$ cat src/design/srtt_pkg.sv
// srtt_pkg: shared types, widths and codes for the send/ack round trip matcher
// no dependencies; used by every module of the block

package srtt_pkg;

	localparam int ID_W     = 32;
	localparam int STAMP_W  = 24;
	localparam int PERIOD_W = 25;

	// default table size and queue depth between the parts
	localparam int TABLE_DEPTH = 64;
	localparam int QUEUE_DEPTH = 2;

	localparam logic [PERIOD_W-1:0] PERIOD_RESET = 25'd1000000;

	// item kinds
	localparam logic KIND_SEND = 1'b0;
	localparam logic KIND_ACK  = 1'b1;

	// result status codes
	localparam logic STATUS_MATCH = 1'b0;
	localparam logic STATUS_DROP  = 1'b1;

	typedef struct packed {
		logic               kind;
		logic [ID_W-1:0]    packet_id;
		logic [STAMP_W-1:0] stamp;
	} item_t;

	typedef struct packed {
		logic               status;
		logic [ID_W-1:0]    matched_id;
		logic [STAMP_W-1:0] round_trip;
	} result_t;

	// raw outcome from the table engine, round trip still to be formed
	typedef struct packed {
		logic               status;
		logic [ID_W-1:0]    packet_id;
		logic [STAMP_W-1:0] ack_stamp;
		logic [STAMP_W-1:0] sent_stamp;
	} back_res_t;

endpackage

$ cat src/design/srtt_front.sv
// srtt_front: input queue that takes send and ack transactions
// depends on srtt_pkg for item_t and the queue depth

module srtt_front (
	input  logic            clk,
	input  logic            arst_n,
	input  logic            push,
	output logic            full,
	input  srtt_pkg::item_t item,
	output logic            head_valid,
	output srtt_pkg::item_t head,
	input  logic            take
);

	localparam int DEPTH = srtt_pkg::QUEUE_DEPTH;
	localparam int PTR_W = (DEPTH > 1) ? $clog2(DEPTH) : 1;
	localparam int CNT_W = $clog2(DEPTH + 1);

	srtt_pkg::item_t  slot_q [DEPTH];
	logic [PTR_W-1:0] wr_ptr_q;
	logic [PTR_W-1:0] rd_ptr_q;
	logic [CNT_W-1:0] count_q;
	logic             wr;
	logic             rd;

	assign full       = (count_q == CNT_W'(DEPTH));
	assign head_valid = (count_q != '0);
	assign head       = slot_q[rd_ptr_q];
	assign wr         = push && !full;
	assign rd         = take && head_valid;

	// storage, no reset needed
	always_ff @(posedge clk) begin
		if (wr) begin
			slot_q[wr_ptr_q] <= item;
		end
	end

	// pointers and fill count
	always_ff @(posedge clk or negedge arst_n) begin
		if (!arst_n) begin
			wr_ptr_q <= '0;
			rd_ptr_q <= '0;
			count_q  <= '0;
		end else begin
			if (wr) begin
				wr_ptr_q <= (wr_ptr_q == PTR_W'(DEPTH - 1)) ? '0 : wr_ptr_q + PTR_W'(1);
			end
			if (rd) begin
				rd_ptr_q <= (rd_ptr_q == PTR_W'(DEPTH - 1)) ? '0 : rd_ptr_q + PTR_W'(1);
			end
			if (wr && !rd) begin
				count_q <= count_q + CNT_W'(1);
			end else if (rd && !wr) begin
				count_q <= count_q - CNT_W'(1);
			end
		end
	end

endmodule

$ cat config.mk
export PLATFORM = sky130hd
export DESIGN_NAME = srtt_front
export DESIGN_NICKNAME = d
export VERILOG_FILES = /design/src/design/srtt_pkg.sv /design/src/design/srtt_front.sv
export SDC_FILE = /design/constraint.sdc
export NUM_CORES = 1
export LEC_CHECK = 0
export BUFFER_PORTS_ARGS = -buffer_cell sky130_fd_sc_hd__buf_2
export CAP_MARGIN = 40
export CORE_MARGIN = 2
export CORE_UTILIZATION = 52
export CTS_CLUSTER_DIAMETER = 60
export DETAILED_ROUTE_END_ITERATION = 8
export GPL_ROUTABILITY_DRIVEN = 0
export GPL_TIMING_DRIVEN = 0
export PLACE_DENSITY = 0.84
export REMOVE_ABC_BUFFERS = 1
export SLEW_MARGIN = 20
export SYNTH_ARGS = -nofsm -noshare
export SYNTH_HDL_FRONTEND = slang
export SYNTH_SLANG_ARGS = --single-unit
$ cat constraint.sdc
create_clock -name clk -period 4 [get_ports clk]
set_input_delay 0.6 -clock clk [delete_from_list [all_inputs] [get_ports clk]]
set_output_delay 0.6 -clock clk [all_outputs]
set_load 0.01 [all_outputs]
==> key figures <==
Clock tree
  – Clk pin slew, worst setup/hold paths: 0.06 ns
  – Root Driver: clkbuf_8
  – Worst-Skew Late Latency: 0.49 ns
  – CTS tree: yes
  – # hold bufs at CTS: 1
  – CTS Buf Count: 17
  – CTS resizes: 0
  – Max Buffers Root-to-Sink: 2
  – Post-CTS setup buffers: 0
  – Clock sinks: 118
  – H-tree levels: 4

Power
  – Power Dens Cells: 800 mW/mm^2
  – Leak: 0.00229 uW
  – VDD IR max: 0.575 mV
  – Clock network fraction of total power: 34.1%
  – Sw frac: 26.9%
  – Pint: 3390 uW
  – Seq pwr share: 39.7%
  – P_sw: 1250 uW
  – Logic gate share of total power: 26.2%

GRT
  – Total GRT Usage: 17.0%
  – Grt total ovfl: 0
  – Initial antenna violation count: 0
  – Number of global-route vias before repair: 2309
  – Largest net degree at the start of global routing: 32
  – Global-route wire length before repair: 11.0 mm

Routing
  – Routed WL: 7.57 mm
  – Detail Route Antenna Nets: 0
  – Vias: 2273
  – DR vias/cell: 5.04
  – Iter 0 DRT Violations: 108
  – # DRC: 0
  – First-pass iteration count of the detailed router: 4
  – Routed wire per std cell: 16.8 um

Finish
  – Area Growth Syn to Fin: 32.3%
  – Finished Layout Cells: 451
  – Layout cells sized above 1: 61.8%
  – Filler cell count: 515
  – Post-route cell area: 0.00580 mm^2
  – ANT cells: 0
  – Final net count: 395

Hold path
  – Hold EP: slot_q[0][17]
  – HP Start: item[17]
  – Hold Path Depth: 1
  – Worst hold path type: input port to flop

Die
  – Die W: 95.8 um
  – Ports: 120
  – CORE AREA: 0.00822 mm^2
  – Initial core utilization: 53.4%
  – Die area: 0.00919 mm^2
  – Chip Height: 95.8 um
  – Row Count: 33

Synthesis
  – Most common cell in the netlist: edfxtp_1
  – Predominant post-synthesis flop cell: edfxtp_1
  – Area leader, netlist: edfxtp_1
  – Async SR Flop Fraction: 3.39%
  – Syn Area/Cell: 22.4 um^2
  – FF+latch count, synth: 118
  – Gate Count Post-Synth: 196
  – Post-synth EDFFs: 114
  – Synth top area cells: edfxtp_1, mux2_2, mux2_4
  – Sequential fraction of the synthesis area: 80.3%
  – Syn. warnings: 0
  – Synth Cell Area: 0.00439 mm^2
  – Commonest cells post-synth: edfxtp_1, mux2_2, mux2_4
  – Netlist cell types: 15
  – Synth top area share: 78.0%

Setup path
  – Worst EP required: 3.40 ns
  – Startpoint Class: flop
  – Critical Path AT: 2.04 ns
  – Reg2reg path depth: 4
  – WS Path Type: flop to primary output
  – Highest net fanout along the worst path: 31
  – Reg-to-reg slack, setup: 2.10 ns
  – CP Capture Type: primary output
  – R2R Path Start: count_q[0]
  – Reg-to-Reg End: slot_q[0][9]

STA
  – Fin. max-slew vios: 0
  – Hold Fails Final Rpt: 0
  – RSZ-0062 raised after global routing: false
  – Tcrit/Tclk final: 66.1%
  – Sum of negative setup slack: 0 ns
  – Final setup viols: 0
  – Worst relative slew slack: 55.4%
  – Worst Skew: 0.00734 ns
  – Max Clk Rate: 378 MHz
  – Final min period: 2.64 ns
  – Worst-Margin Slew: 0.667 ns

Flow run
  – Max_cap viols: 0

Place
  – Dpl hpwl: 4.89 mm
  – Post-placement cell count: 418
  – Port-buffer cells: 119
  – Placed cell areas: 0.00517 mm^2

Outcome
  – Status: complete, no violations
-- worst max-delay path by stage --
stage	start	slack, ns	cells past startpoint	to
2_1_floorplan	push	0.45	2	slot_q[0][0]
3_3_place_gp	push	-0.91	3	slot_q[0][25]
3_5_place_dp	rd_ptr_q	1.86	3	head[31]
4_1_cts	rd_ptr_q	1.31	3	head[38]
5_1_grt	rd_ptr_q	1.25	3	head[38]
6_report	rd_ptr_q	1.36	3	head[38]
-- state kept, by name, indices dropped and copies added (netlist names) --
register / cells
rd_ptr_q: 1
count_q: 2
wr_ptr_q: 1
slot_q: 114
-- kinds of logic after synthesis --
family,count (synthesis),synth area share (%)
buffers and inverters,8,1.28
multiplexers,57,16.3
XOR/XNOR,5,0.998
AND/OR/NAND/NOR,7,0.771
flip-flops,118,80.3
adder cells (fa/ha/maj),1,0.285
-- metrics by stage --
| stage | hold slack, ns | setup slack (ns) | power (uW) | util (%) |
|---|---|---|---|---|
| after floorplan | 0.304 | 0.452 | 2610 | - |
| after global routing | 0.259 | 1.25 | 4850 | 70.6 |
| after global placement | 0.408 | -0.908 | 3040 | 61.6 |
| after CTS | 0.263 | 1.31 | 4690 | 70.6 |
| final | 0.292 | 1.36 | 4640 | 70.6 |
| after detailed placement | 0.411 | 1.86 | 3090 | 62.9 |
-- area by class of cell --
class	instances	area (um^2)	share of cell area, %
flip-flops and latches	118	3530	60.8
multi-input cells	70	820	14.1
repair buffers	124	693	11.9
clock buffers	18	418	7.20
clock inverters	14	206	3.56
well taps	105	131	2.26
inverters	2	7.51	0.129
-- power by group through the flow --
stage                     Sequential, uW  Combinational, uW  Clock [uW]
after floorplan                     1880                734           0
after global placement              1940               1110           0
after detailed placement            1870               1220           0
after CTS                           1850               1240        1610
after global routing                1870               1320        1670
final                               1840               1220        1580
-- placed cells by master, fill, tap and decap left out, drive strengths merged --
master and instances:
and3 1, edfxtp 114, xor2 2, dlygate4sd3 1
clkbuf 18, or2 1, clkinvlp 2, xnor2 3
clkinv 6, mux2 57, bufinv 5, nor2 2
ha 1, dfrtp 4, inv 3, nand2b 1
nand2 2, buf 123
-- layer usage --
layer  part of all wire (%)  track usage (%)
met2                     54             28.8
met1                     39             18.6
met3                    6.4             7.52
met5                      0                0
met4                   0.95             7.14
-- worst max-delay path, cell delays in order, from the launching register on --
cell	delay, ns
dfrtp_4	0.73
buf_12	0.29
mux2_2	0.38
buf_2	0.14
(Power assumes the default switching activity.)
