===== config.mk =====
export PLATFORM = sky130hd
export DESIGN_NAME = srtt_out
export DESIGN_NICKNAME = d
export VERILOG_FILES = /design/src/design/srtt_pkg.sv /design/src/design/srtt_out.sv
export SDC_FILE = /design/constraint.sdc
export NUM_CORES = 1
export LEC_CHECK = 0
export BUFFER_PORTS_ARGS = -buffer_cell sky130_fd_sc_hd__buf_2
export CORE_MARGIN = 3
export CORE_UTILIZATION = 59
export CTS_CLUSTER_DIAMETER = 100
export DETAILED_ROUTE_END_ITERATION = 8
export GPL_ROUTABILITY_DRIVEN = 1
export GPL_TIMING_DRIVEN = 0
export PLACE_DENSITY = 0.85
export SLEW_MARGIN = 20
export SYNTH_ARGS = -nofsm -noshare
export SYNTH_HDL_FRONTEND = slang
export SYNTH_SLANG_ARGS = --single-unit

===== constraint.sdc =====
create_clock -name clk -period 9.8 [get_ports clk]
set_input_delay 1.96 -clock clk [delete_from_list [all_inputs] [get_ports clk]]
set_output_delay 1.96 -clock clk [all_outputs]
set_load 0.005 [all_outputs]

===== src/design/srtt_pkg.sv =====
// srtt_pkg: shared types, widths and codes for the send/ack round trip matcher
// no dependencies; used by every module of the block

package srtt_pkg;

	localparam int ID_W     = 32;
	localparam int STAMP_W  = 24;
	localparam int PERIOD_W = 25;

	// default table size and queue depth between the parts
	localparam int TABLE_DEPTH = 64;
	localparam int QUEUE_DEPTH = 2;

	localparam logic [PERIOD_W-1:0] PERIOD_RESET = 25'd1000000;

	// item kinds
	localparam logic KIND_SEND = 1'b0;
	localparam logic KIND_ACK  = 1'b1;

	// result status codes
	localparam logic STATUS_MATCH = 1'b0;
	localparam logic STATUS_DROP  = 1'b1;

	typedef struct packed {
		logic               kind;
		logic [ID_W-1:0]    packet_id;
		logic [STAMP_W-1:0] stamp;
	} item_t;

	typedef struct packed {
		logic               status;
		logic [ID_W-1:0]    matched_id;
		logic [STAMP_W-1:0] round_trip;
	} result_t;

	// raw outcome from the table engine, round trip still to be formed
	typedef struct packed {
		logic               status;
		logic [ID_W-1:0]    packet_id;
		logic [STAMP_W-1:0] ack_stamp;
		logic [STAMP_W-1:0] sent_stamp;
	} back_res_t;

endpackage


===== src/design/srtt_out.sv =====
// srtt_out: period register, round trip formation and result queue
// depends on srtt_pkg for back_res_t, result_t, widths and reset period

module srtt_out (
	input  logic                          clk,
	input  logic                          arst_n,
	input  logic                          cfg_valid,
	output logic                          cfg_ready,
	input  logic [srtt_pkg::PERIOD_W-1:0] cfg_data,
	input  logic                          res_valid,
	input  srtt_pkg::back_res_t           res,
	output logic                          res_ready,
	output logic                          empty,
	input  logic                          pop,
	output srtt_pkg::result_t             result
);

	localparam int DEPTH = srtt_pkg::QUEUE_DEPTH;
	localparam int PTR_W = (DEPTH > 1) ? $clog2(DEPTH) : 1;
	localparam int CNT_W = $clog2(DEPTH + 1);

	logic [srtt_pkg::PERIOD_W-1:0] period_q;
	srtt_pkg::result_t             slot_q [DEPTH];
	logic [PTR_W-1:0]              wr_ptr_q;
	logic [PTR_W-1:0]              rd_ptr_q;
	logic [CNT_W-1:0]              count_q;
	logic                          wr;
	logic                          rd;
	logic [srtt_pkg::STAMP_W-1:0]  diff;
	logic [srtt_pkg::STAMP_W-1:0]  wrap_add;
	srtt_pkg::result_t             entry;

	assign cfg_ready = 1'b1;
	assign res_ready = (count_q != CNT_W'(DEPTH));
	assign empty     = (count_q == '0);
	assign result    = slot_q[rd_ptr_q];
	assign wr        = res_valid && res_ready;
	assign rd        = pop && !empty;

	// period register
	always_ff @(posedge clk or negedge arst_n) begin
		if (!arst_n) begin
			period_q <= srtt_pkg::PERIOD_RESET;
		end else if (cfg_valid) begin
			period_q <= cfg_data;
		end
	end

	// round trip modulo 2^24, period added when the ack stamp is older
	assign diff     = res.ack_stamp - res.sent_stamp;
	assign wrap_add = (res.ack_stamp < res.sent_stamp) ?
		period_q[srtt_pkg::STAMP_W-1:0] : '0;

	always_comb begin
		entry.status     = res.status;
		entry.matched_id = res.packet_id;
		entry.round_trip = diff + wrap_add;
	end

	// result storage
	always_ff @(posedge clk) begin
		if (wr) begin
			slot_q[wr_ptr_q] <= entry;
		end
	end

	// pointers and fill count
	always_ff @(posedge clk or negedge arst_n) begin
		if (!arst_n) begin
			wr_ptr_q <= '0;
			rd_ptr_q <= '0;
			count_q  <= '0;
		end else begin
			if (wr) begin
				wr_ptr_q <= (wr_ptr_q == PTR_W'(DEPTH - 1)) ? '0 : wr_ptr_q + PTR_W'(1);
			end
			if (rd) begin
				rd_ptr_q <= (rd_ptr_q == PTR_W'(DEPTH - 1)) ? '0 : rd_ptr_q + PTR_W'(1);
			end
			if (wr && !rd) begin
				count_q <= count_q + CNT_W'(1);
			end else if (rd && !wr) begin
				count_q <= count_q - CNT_W'(1);
			end
		end
	end

endmodule


==> results of run 1 <==
worst max-delay path: stages:
cell and delay (ns):
buf_2 0.11, inv_1 0.05, ha_1 0.30, a21o_1 0.18, a21oi_1 0.16, nor2b_1 0.06
a2111oi_1 0.62, o21a_1 0.36, buf_2 0.28, nand2_1 0.11, fa_1 0.49, inv_1 0.07
fa_1 0.45, a21o_1 0.18, a21oi_1 0.25, o211ai_1 0.29, a31oi_1 0.32, o21bai_1 0.10
a21oi_1 0.22, xnor2_1 0.13
kinds of logic after synthesis:
group                      Yosys count
adders and majority gates           71
DFF                                142
xor gates and xnor gates            28
buffers and inverters              111
and+or+nand+nor                     84
other                                1
AOI/OAI and AO/OA                   83
muxes                               81
metrics by stage:
stage                     utilization [%]  worst slack [ns]  cell area [µm²]  std cells
after global placement              69.10             2.940             8791        940
after global routing                74.29             2.991             9452        972
after CTS                           74.29             3.297             9452        972
after detailed placement            69.57             2.852             8851        942
final                               74.29             3.242             9452        972
after floorplan                         -             3.807             7740        601
where the power goes:
group	total, mW	internal [mW]	leakage (nW)	switching, mW
registers	0.909	0.866	1.38	0.0435
clock network	0.650	0.420	0.289	0.230
logic	0.859	0.396	2.57	0.462
registers in the layout, indices dropped and copies added, names as in the netlist:
| signal | cells |
|---|---|
| wr_ptr_q | 1 |
| period_q | 24 |
| rd_ptr_q | 1 |
| count_q | 2 |
| slot_q | 114 |
how the worst max path moves through the flow:
stage	startpoint	endpoint	slack, ns	cells past startpoint
CTS	res[21]	slot_q[1][16]	3.30	20
global route	res[21]	slot_q[1][21]	2.99	20
finish	res[21]	slot_q[1][16]	3.24	20
floorplan	res[21]	slot_q[0][22]	3.81	19
detailed placement	res[21]	slot_q[1][22]	2.85	20
global placement	res[21]	slot_q[0][22]	2.94	20
placed cells by master, fill, tap and decap left out, types with 3 or more instances in the layout:
master and instances:
clkbuf_1 6, o211ai_1 3, a41oi_1 3, clkinv_2 3
bufinv_16 4, dfrtp_1 21, ha_1 48, a21o_1 8
nand2_1 41, edfxtp_1 114, buf_1 5, a21oi_1 24
nor2_1 13, xor2_1 10, mux2_2 81, a211o_1 3
fa_1 23, a211oi_1 3, clkbuf_16 17, nand2b_1 7
xnor2_1 18, nand3_1 8, nand4_1 3, buf_2 169
dfstp_2 7, o21ai_0 13, o21a_1 5, inv_1 98
o21bai_1 3
per-layer routing:
layer / global-route usage (%) / wire length, µm / vias up / part of all wire [%]
met2: 39.99 / 7986 / 201 / 50
met1: 27.08 / 6509 / 2486 / 41
met5: 0 / 0 / - / 0
met3: 5.987 / 1084 / 28 / 6.8
li1: - / - / 2495 / -
met4: 8.428 / 376 / 0 / 2.4
area by class of cell:
type / count / area share (%)
multi-input cells: 348 / 33.82
clock buffers: 18 / 4.541
plain buffers: 13 / 0.5825
clock inverters: 12 / 1.814
well taps: 172 / 2.277
inverters: 98 / 3.892
repair buffers: 169 / 9.346
flip-flops and latches: 142 / 43.73
Yosys cell counts, drive strengths merged, types with 2 or more instances:
| library cell | count |
|---|---|
| dfrtp | 21 |
| a211o | 4 |
| nand3 | 8 |
| fa | 23 |
| a21oi | 25 |
| o21bai | 3 |
| inv | 98 |
| clkbuf | 5 |
| nand2 | 41 |
| nor3 | 2 |
| o21ai | 15 |
| buf | 8 |
| a211oi | 3 |
| a31oi | 3 |
| dfstp | 7 |
| o21a | 5 |
| a21o | 8 |
| and3 | 2 |
| edfxtp | 114 |
| xor2 | 10 |
| nor2b | 2 |
| nor2 | 14 |
| mux2 | 81 |
| a41oi | 3 |
| ha | 48 |
| o211ai | 4 |
| xnor2 | 18 |
| o31ai | 2 |
| nand4 | 3 |
| nand2b | 7 |
==> summary.md, run 1 <==
| Metric | Value |
|---|---|
| CTS tree | done |
| Yosys top cell area share | 44.23% |
| Synth Instances | 601 |
| Initial core utilization | 60.84% |
| Synth cell types | 52 |
| GPL Wtd Cong | 0.8845 |
| Post-synthesis adder-cell area fraction | 13.71% |
| Post-DR vias/cell | 5.360 |
| Aggregate routed wire length | 15,960 µm |
| Register area | 0.004133 mm² |
| CP Capture Type | register |
| Hold slack final | 0.5069 ns |
| Clock sinks | 142 |
| Crit path DAT | 6.71 ns |
| Final Net Count | 971 |
| RSZ-0062 raised after global routing | no |
| Maxcap violations | 0 |
| FMAX | 152.5 MHz |
| Buffers on Ports | 167 |
| Synth area leader | edfxtp_1 |
| Root buf cell | clkbuf_16 |
| H-tree Lvls | 4 |
| Setup TNS | 0 ns |
| Wire length per cell | 16.42 µm |
| Initial antenna violation count | 0 |
| Cts bufs inserted | 17 |
| Die X | 120.5 µm |
| Total core area | 0.01272 mm² |
| Synth area leaders | edfxtp_1, mux2_2, ha_1 |
| Area occupied by multi-input gates | 0.003197 mm² |
| First-pass GRT wire length | 25,790 µm |
| Hold_sp | period_q[3] |
| Die Span Y | 120.5 µm |
| Pre-Repair DR Iteration Count | 4 |
| Post-synth EDFFs | 114 |
| Critical path peak fanout | 10 |
| IO Pins | 171 |
| Crit path kind | input pin to register |
| Post-DRT Antenna Nets | 0 |
| PostCTS Resize Cnt | 0 |
| Largest family of logic cells by synthesized area | adder cells |
| Hold Crit Endpoint | period_q[3] |
| Area delta synth->final | 22.11% |
| HP Class | register to register |
| Full die area | 0.01453 mm² |
| Crit share post-route | 66.92% |
| # fillers | 837 |
| Critical Path RT | 9.95 ns |
| Cell depth of the worst hold path | 1 |
| Clock Latency Late Sink | 0.42 ns |
| Std-Cell Rows | 41 |
| Syn nets | 783 |
| Synth Area in Simple Gates | 4.947% |
| Avg Cell Area, Syn | 12.88 µm² |
| Post-route DRC | 0 |
| Worst-Margin Slew | 0.7958 ns |
| Setup-failing EPs final | 0 |
| Final Power | 2.418 mW |
| Async set-or-reset flop fraction in the synthesized netlist | 19.72% |
| Power Density | 255.8 mW/mm² |
| Flop-to-flop setup slack | 6.60 ns |
| Slew margin rel. | 46.95% |
| CTS Buffer Depth | 2 |
| Critical Path Start Type | input pin |
| Status | finished, final reports clean |
| Largest net degree at the start of global routing | 58 |
| Initial DRC Count | 315 |
| Complex-gate fraction of the synthesized area | 7.485% |
| Hold Fails Final Rpt | 0 |
| Hpwl dp | 12,230 µm |
| Critical R2R Capture | slot_q[1][21] |
| Cell Area, Synth | 0.007740 mm² |
| Leakage | 4.240 nW |
| Synth warn | 0 |
| Reg clk slew, reported paths | 0.05 ns |
| Total congestion overflow | 0 |
| Sequential area share after synthesis | 53.39% |
| Xor/xnor share of the synthesized area | 3.168% |
| Slew Viols, Final | 0 |
| Routed vias | 5,210 |
| Total track usage | 22.81% |
| Post-CTS Setup Inserts | 0 |
| Fin crit period | 6.558 ns |
| Hold Buf Count CTS | 0 |
| Share of layout cells above drive strength 1 | 37.38% |
| Worst r2r src | period_q[14] |
| Max Clock Skew | 0.007461 ns |
| Post-synthesis mux area share | 11.78% |
| Top FF cell, synth | edfxtp_1 |
| Vias in the first global route | 5,412 |
| Worst reg2reg path depth | 11 |
| Max rail drop VDD | 0.00009985 V |
| Synth Register Bits | 142 |
| Antenna cells | 0 |
(Power assumes the default switching activity.)
==> inputs of run 2 (changes only) <==
--- a/config.mk
+++ b/config.mk
@@ -7,12 +7,12 @@
 export LEC_CHECK = 0
 export BUFFER_PORTS_ARGS = -buffer_cell sky130_fd_sc_hd__buf_2
 export CORE_MARGIN = 3
-export CORE_UTILIZATION = 59
+export CORE_UTILIZATION = 55
 export CTS_CLUSTER_DIAMETER = 100
 export DETAILED_ROUTE_END_ITERATION = 8
 export GPL_ROUTABILITY_DRIVEN = 1
 export GPL_TIMING_DRIVEN = 0
-export PLACE_DENSITY = 0.85
+export PLACE_DENSITY = 0.8
 export SLEW_MARGIN = 20
 export SYNTH_ARGS = -nofsm -noshare
 export SYNTH_HDL_FRONTEND = slang
==> constraint.sdc (replaced) <==
create_clock -name clk -period 6.1 [get_ports clk]
set_input_delay 1.22 -clock clk [delete_from_list [all_inputs] [get_ports clk]]
set_output_delay 1.22 -clock clk [all_outputs]
set_load 0.005 [all_outputs]
==> run 2 against run 1 <==
Compared with the run above: sequential cell count unchanged; clock power increased by 58%; worst hold slack about the same; sequential power increased by 61%; via count down 0.61%; wire length grew 1.6%; critical endpoint is now slot_q[1][22]; largest power group unchanged.
==> summary.md, run 2 (synthesis gave the netlist of run 1 again) <==
| Metric | Value |
|---|---|
| GPL Wtd Cong | 0.9551 (was 0.8845) |
| CTS tree | done (unchanged) |
| Status | finished, final reports clean (unchanged) |
| Crit path DAT | 5.97 ns (was 6.71 ns) |
| Leakage | 4.244 nW (was 4.240 nW) |
| Final Net Count | 971 (unchanged) |
| Critical Path Max Stage Delay | 0.65 ns (was 0.62 ns) |
| Hold Crit Endpoint | period_q[0] (was period_q[3]) |
| Slew Viols, Final | 0 (unchanged) |
| Post-route DRC | 0 (unchanged) |
| Clock sinks | 142 (unchanged) |
| Flop-to-flop setup slack | 2.86 ns (was 6.60 ns) |
| Commonest non-fill, non-tap cell in the layout | buf_2 (unchanged) |
| CP top delay family | compound AO/OA/AOI/OAI gates (unchanged) |
| Max rail drop VDD | 0.0002236 V (was 0.00009985 V) |
| Worst-Margin Slew | 0.7575 ns (was 0.7958 ns) |
| CP Capture Type | register (unchanged) |
| Aggregate routed wire length | 16,220 µm (was 15,960 µm) |
| Cells after DPL | 946 (was 942) |
| Total congestion overflow | 0 (unchanged) |
| Clock Latency Late Sink | 0.42 ns (about the same) |
| Setup-failing EPs final | 0 (unchanged) |
| Critical path peak fanout | 10 (unchanged) |
| Most frequent cells in the layout | buf_2, edfxtp_1, inv_1 (unchanged) |
| Wire length per cell | 16.58 µm (was 16.42 µm) |
| Buffers on Ports | 167 (unchanged) |
| Fin crit period | 5.814 ns |
| CP Cell Sequence | buf_2 -> inv_1 -> ha_1 -> a21o_1 -> a21oi_1 -> nor2b_1 -> a2111oi_1 -> o21a_1 -> buf_2 -> nand2_1 -> fa_1 -> inv_1 -> fa_1 -> a21o_1 -> a21oi_1 -> o211ai_1 -> a31oi_4 -> o31ai_2 -> a221oi_2 -> xnor2_1 (was buf_2 -> inv_1 -> ha_1 -> a21o_1 -> a21oi_1 -> nor2b_1 -> a2111oi_1 -> o21a_1 -> buf_2 -> nand2_1 -> fa_1 -> inv_1 -> fa_1 -> a21o_1 -> a21oi_1 -> o211ai_1 -> a31oi_1 -> o21bai_1 -> a21oi_1 -> xnor2_1) |
| Hpwl dp | 12,480 µm (was 12,230 µm) |
| Antenna cells | 0 (unchanged) |
| Cell depth of the worst hold path | 1 (unchanged) |
| Initial antenna violation count | 0 (unchanged) |
| Full die area | 0.01553 mm² (was 0.01453 mm²) |
| Biggest regs | slot_q x114, period_q x24, count_q x2 (unchanged) |
| CTS Buffer Depth | 2 (unchanged) |
| Routed vias | 5,178 (was 5,210) |
| Crit share post-route | 95.32% |
| Initial DRC Count | 376 (was 315) |
| First-pass GRT wire length | 26,440 µm (was 25,790 µm) |
| Post-CTS Setup Inserts | 0 (unchanged) |
| Root buf cell | clkbuf_16 (unchanged) |
| Worst r2r src | period_q[9] (was period_q[14]) |
| Area delta synth->final | 22.24% (was 22.11%) |
| Die Span Y | 124.6 µm (was 120.5 µm) |
| Std-Cell Rows | 42 (was 41) |
| Slew margin rel. | 49.50% (was 46.95%) |
| Final Cell Area | 0.009462 mm² (was 0.009452 mm²) |
| Max reg flops | 114 (unchanged) |
| Hold Buf Count CTS | 0 (unchanged) |
| Largest net degree at the start of global routing | 58 (unchanged) |
| Maxcap violations | 0 (unchanged) |
| Hold Fails Final Rpt | 0 (unchanged) |
| Total core area | 0.01351 mm² (was 0.01272 mm²) |
| PostCTS Resize Cnt | 0 (unchanged) |
| Critical R2R Capture | slot_q[1][22] (was slot_q[1][21]) |
| Max Clock Skew | 0.009360 ns (was 0.007461 ns) |
| Total track usage | 21.36% (was 22.81%) |
| Die X | 124.6 µm (was 120.5 µm) |
| Top reg by flops | slot_q (unchanged) |
| IO Pins | 171 (unchanged) |
| Power Density | 410.3 mW/mm² (was 255.8 mW/mm²) |
| HP Class | register to register (unchanged) |
| Reg clk slew, reported paths | 0.06 ns (was 0.05 ns) |
| Cts bufs inserted | 17 (unchanged) |
| Initial core utilization | 57.31% (was 60.84%) |
| Worst reg2reg path depth | 11 (unchanged) |
| Share of layout cells above drive strength 1 | 37.66% (was 37.38%) |
| Slowest stage cell, crit path | a2111oi_1 (unchanged) |
| Placed instance area | 0.008864 mm² (was 0.008851 mm²) |
| Critical Path Start Type | input pin (unchanged) |
| Vias in the first global route | 5,513 (was 5,412) |
| Hold_sp | period_q[0] (was period_q[3]) |
| Pre-Repair DR Iteration Count | 5 (was 4) |
| Post-DR vias/cell | 5.294 (was 5.360) |
| # fillers | 977 (was 837) |
| Critical Path RT | 6.26 ns (was 9.95 ns) |
| RSZ-0062 raised after global routing | no (unchanged) |
| Buf+Inv Stages, Crit Path | 4 (unchanged) |
| H-tree Lvls | 4 (unchanged) |
| FMAX | 172.0 MHz |
| Post-DRT Antenna Nets | 0 (unchanged) |
| Crit path kind | input pin to register (unchanged) |
| Final cell count without fillers | 978 (was 972) |
run 2: metrics by stage:
step                hold WS, ns  power, mW  util [%]  worst slack, ns   TNS, ns
floorplan                0.4608      2.360         -           0.8468         0
global placement         0.4775      2.777     65.13         -0.04068  -0.08136
detailed placement       0.4969      2.867     65.63          -0.1057   -0.2564
CTS                      0.5103      3.918     70.06           0.3257         0
global route             0.5191      4.107     70.06          0.02640         0
finish                   0.5072      3.882     70.06           0.2857         0
run 2: cell type report:
cell class / instances / area [µm²] / share of cell area, %
Multi-Input combinational cell: 348 / 3197 / 33.79
Clock inverter: 14 / 168.9 / 1.785
Buffer: 13 / 55.05 / 0.5819
Tap cell: 176 / 220.2 / 2.327
Inverter: 98 / 367.9 / 3.888
Sequential cell: 142 / 4133 / 43.68
Timing Repair Buffer: 169 / 890.9 / 9.415
Clock buffer: 18 / 429.2 / 4.536
run 2: worst max-delay path by stage:
stage | startpoint | endpoint | slack, ns | cells past startpoint
6_report | res[21] | slot_q[1][22] | 0.29 | 20
5_1_grt | res[21] | slot_q[1][22] | 0.03 | 20
4_1_cts | res[21] | slot_q[1][22] | 0.33 | 20
3_5_place_dp | res[21] | slot_q[1][22] | -0.11 | 20
3_3_place_gp | res[21] | slot_q[0][22] | -0.04 | 20
2_1_floorplan | res[21] | slot_q[0][22] | 0.85 | 19
run 2: report_power, final:
part | total, mW | internal (mW) | leakage, nW | switching (mW)
Clock | 1.03 | 0.643 | 0.290 | 0.389
Combinational | 1.39 | 0.641 | 2.58 | 0.749
Sequential | 1.46 | 1.39 | 1.38 | 0.0702
run 2: routing by layer:
| metal | GRT usage [%] | part of all wire (%) |
|---|---|---|
| met1 | 26.57 | 42 |
| met2 | 36.01 | 49 |
| met3 | 5.146 | 6.6 |
| met4 | 8.640 | 2.3 |
| met5 | 0 | 0 |
==> inputs of run 3 (changes only) <==
--- a/config.mk
+++ b/config.mk
@@ -13,6 +13,7 @@
 export GPL_ROUTABILITY_DRIVEN = 1
 export GPL_TIMING_DRIVEN = 0
 export PLACE_DENSITY = 0.8
+export RECOVER_POWER = 25
 export SLEW_MARGIN = 20
 export SYNTH_ARGS = -nofsm -noshare
 export SYNTH_HDL_FRONTEND = slang
==> run 3 against run 2 <==
Compared with the run above: the flow now finishes with violations (capacitance limit, slew limit); clock power barely moved; cell area fell by 0.29%; die area did not move; setup slack improved by 0.044 ns; fmax rose by 0.77%; sequential power barely moved; non-clock buffer count did not move.
==> summary.md, run 3 (synthesis gave the netlist of run 1 again) <==
| Metric | Value |
|---|---|
| Area delta synth->final | 21.89% (was 22.24%) |
| Setup-failing EPs final | 0 (unchanged) |
| Post-CTS Setup Inserts | 0 (unchanged) |
| Initial core utilization | 57.31% (unchanged) |
| Final worst slack | 0.3300 ns (was 0.2857 ns) |
| Cell depth of the worst hold path | 1 (unchanged) |
| Final Net Count | 971 (unchanged) |
| Final cell count without fillers | 978 (unchanged) |
| Post-DR vias/cell | 5.278 (was 5.294) |
| Crit path kind | input pin to register (unchanged) |
| Register area | 0.004133 mm² (unchanged) |
| Die Span Y | 124.6 µm (unchanged) |
| Total congestion overflow | 0 (unchanged) |
| Critical Path Max Stage Delay | 0.62 ns (was 0.65 ns) |
| IO Pins | 171 (unchanged) |
| Buf+Inv Stages, Crit Path | 4 (unchanged) |
| Setup TNS | 0 ns (unchanged) |
| Most frequent cells in the layout | buf_2, edfxtp_1, inv_1 (unchanged) |
| Cells after DPL | 946 (unchanged) |
| Routed vias | 5,162 (was 5,178) |
| Max Clock Skew | 0.009069 ns (was 0.009360 ns) |
| Initial DRC Count | 361 (was 376) |
| Cts bufs inserted | 17 (unchanged) |
| Critical Path RT | 6.26 ns (about the same) |
| Fin crit period | 5.770 ns (was 5.814 ns) |
| Pre-Repair DR Iteration Count | 5 (unchanged) |
| Commonest non-fill, non-tap cell in the layout | buf_2 (unchanged) |
| RSZ-0062 raised after global routing | no (unchanged) |
| Leakage | 4.183 nW (was 4.244 nW) |
| FMAX | 173.3 MHz (was 172.0 MHz) |
| CP Cell Sequence | buf_2 -> inv_1 -> ha_1 -> a21o_1 -> a21oi_1 -> nor2b_1 -> a2111oi_1 -> o21a_1 -> buf_2 -> nand2_1 -> fa_1 -> inv_1 -> fa_1 -> a21o_1 -> a21oi_1 -> o211ai_1 -> a31oi_4 -> o31ai_2 -> a221oi_2 -> xnor2_1 (unchanged) |
| Worst-Margin Slew | 1.564 ns (was 0.7575 ns) |
| Biggest regs | slot_q x114, period_q x24, count_q x2 (unchanged) |
| Std-Cell Rows | 42 (unchanged) |
| PostCTS Resize Cnt | 0 (unchanged) |
| Area occupied by multi-input gates | 0.003197 mm² (unchanged) |
| Stages on worst setup path | 20 (unchanged) |
| Post-DRT Antenna Nets | 0 (unchanged) |
| Clock Latency Late Sink | 0.41 ns (was 0.42 ns) |
| Max reg flops | 114 (unchanged) |
| Die X | 124.6 µm (unchanged) |
| Worst reg2reg path depth | 11 (unchanged) |
| Maxcap violations | 1 (was 0) |
| Wire length per cell | 16.52 µm (was 16.58 µm) |
| Antenna cells | 0 (unchanged) |
| CTS tree | done (unchanged) |
| CTS Buffer Depth | 2 (unchanged) |
| Full die area | 0.01553 mm² (unchanged) |
| CP Capture Type | register (unchanged) |
| Buffers on Ports | 167 (unchanged) |
| Slew Viols, Final | 29 (was 0) |
| Total track usage | 21.36% (unchanged) |
| Dpl ws | -0.1057 ns (unchanged) |
| H-tree Lvls | 4 (unchanged) |
| Total core area | 0.01351 mm² (unchanged) |
| Largest net degree at the start of global routing | 58 (unchanged) |
| Post-route DRC | 0 (unchanged) |
| Crit share post-route | 94.59% (was 95.32%) |
| Hpwl dp | 12,480 µm (unchanged) |
| First-pass GRT wire length | 26,440 µm (unchanged) |
| Hold Fails Final Rpt | 0 (unchanged) |
| Reg clk slew, reported paths | 0.06 ns (about the same) |
| Slew margin rel. | -4.266% (was 49.50%) |
| Max rail drop VDD | 0.0002229 V (was 0.0002236 V) |
| Root buf cell | clkbuf_16 (unchanged) |
| Violated checks | capacitance limit, slew limit |
| CP top delay family | compound AO/OA/AOI/OAI gates (unchanged) |
| Power Density | 411.2 mW/mm² (was 410.3 mW/mm²) |
| Vias in the first global route | 5,513 (unchanged) |
| Crit path DAT | 5.93 ns (was 5.97 ns) |
| Slowest stage cell, crit path | a2111oi_1 (unchanged) |
| Hold Buf Count CTS | 0 (unchanged) |
| Final core occ | 69.85% (was 70.06%) |
| HP Class | register to register (unchanged) |
| Initial antenna violation count | 0 (unchanged) |
| Critical path peak fanout | 10 (unchanged) |
| Aggregate routed wire length | 16,150 µm (was 16,220 µm) |
| Top reg by flops | slot_q (unchanged) |
| Share of layout cells above drive strength 1 | 34.91% (was 37.66%) |
| Clock sinks | 142 (unchanged) |
| Status | complete, but fails checks (was finished, final reports clean) |
| GPL Wtd Cong | 0.9551 (unchanged) |
| Final Power | 3.879 mW (was 3.882 mW) |
| # fillers | 987 (was 977) |
| Critical Path Start Type | input pin (unchanged) |
-- run 3: changes by cell type in the layout (fill, tap and decap cells not counted) --
| cell | delta |
|---|---|
| buf_2 | -22 |
| clkbuf_1 | +22 |
-- run 3: layout make-up --
type / count / area share (%)
Tap cell: 176 / 2.334
Buffer: 13 / 0.5836
Clock inverter: 14 / 1.790
Inverter: 98 / 3.899
Clock buffer: 18 / 4.549
Timing Repair Buffer: 169 / 9.151
Multi-Input combinational cell: 348 / 33.89
Sequential cell: 142 / 43.81
-- run 3: power by group --
group / switching, mW / internal [mW] / leakage [nW]
logic: 0.748 / 0.640 / 2.52
registers: 0.0703 / 1.39 / 1.38
clock network: 0.388 / 0.643 / 0.290
-- run 3: final timing paths --
path / startpoint / to / slack [ns]
setup / recovery: res[21] / slot_q[1][22] / 0.33
hold / removal: period_q[0] / period_q[0] / 0.51
setup reg to reg: period_q[14] / slot_q[0][21] / 2.85
hold reg to reg: period_q[0] / period_q[0] / 0.51
max in group asynchronous: arst_n / period_q[2] / 4.00
min in group asynchronous: arst_n / period_q[20] / 1.19
-- run 3: stage by stage --
step                      hold WS (ns)  cell area (µm²)
after global placement          0.4775             8796
after floorplan                 0.4608             7740
after detailed placement        0.4969             8864
after CTS                       0.5103             9462
final                           0.5073             9434
after global routing            0.5191             9434
-- run 3: per-layer routing --
layer  vias to the layer above  GRT usage (%)  wire, µm
li1                       2493              -         -
met2                       191          36.01      7979
met1                      2455          26.57      6801
met3                        23          5.146      1047
met4                         0          8.640       324
met5                         -              0         0
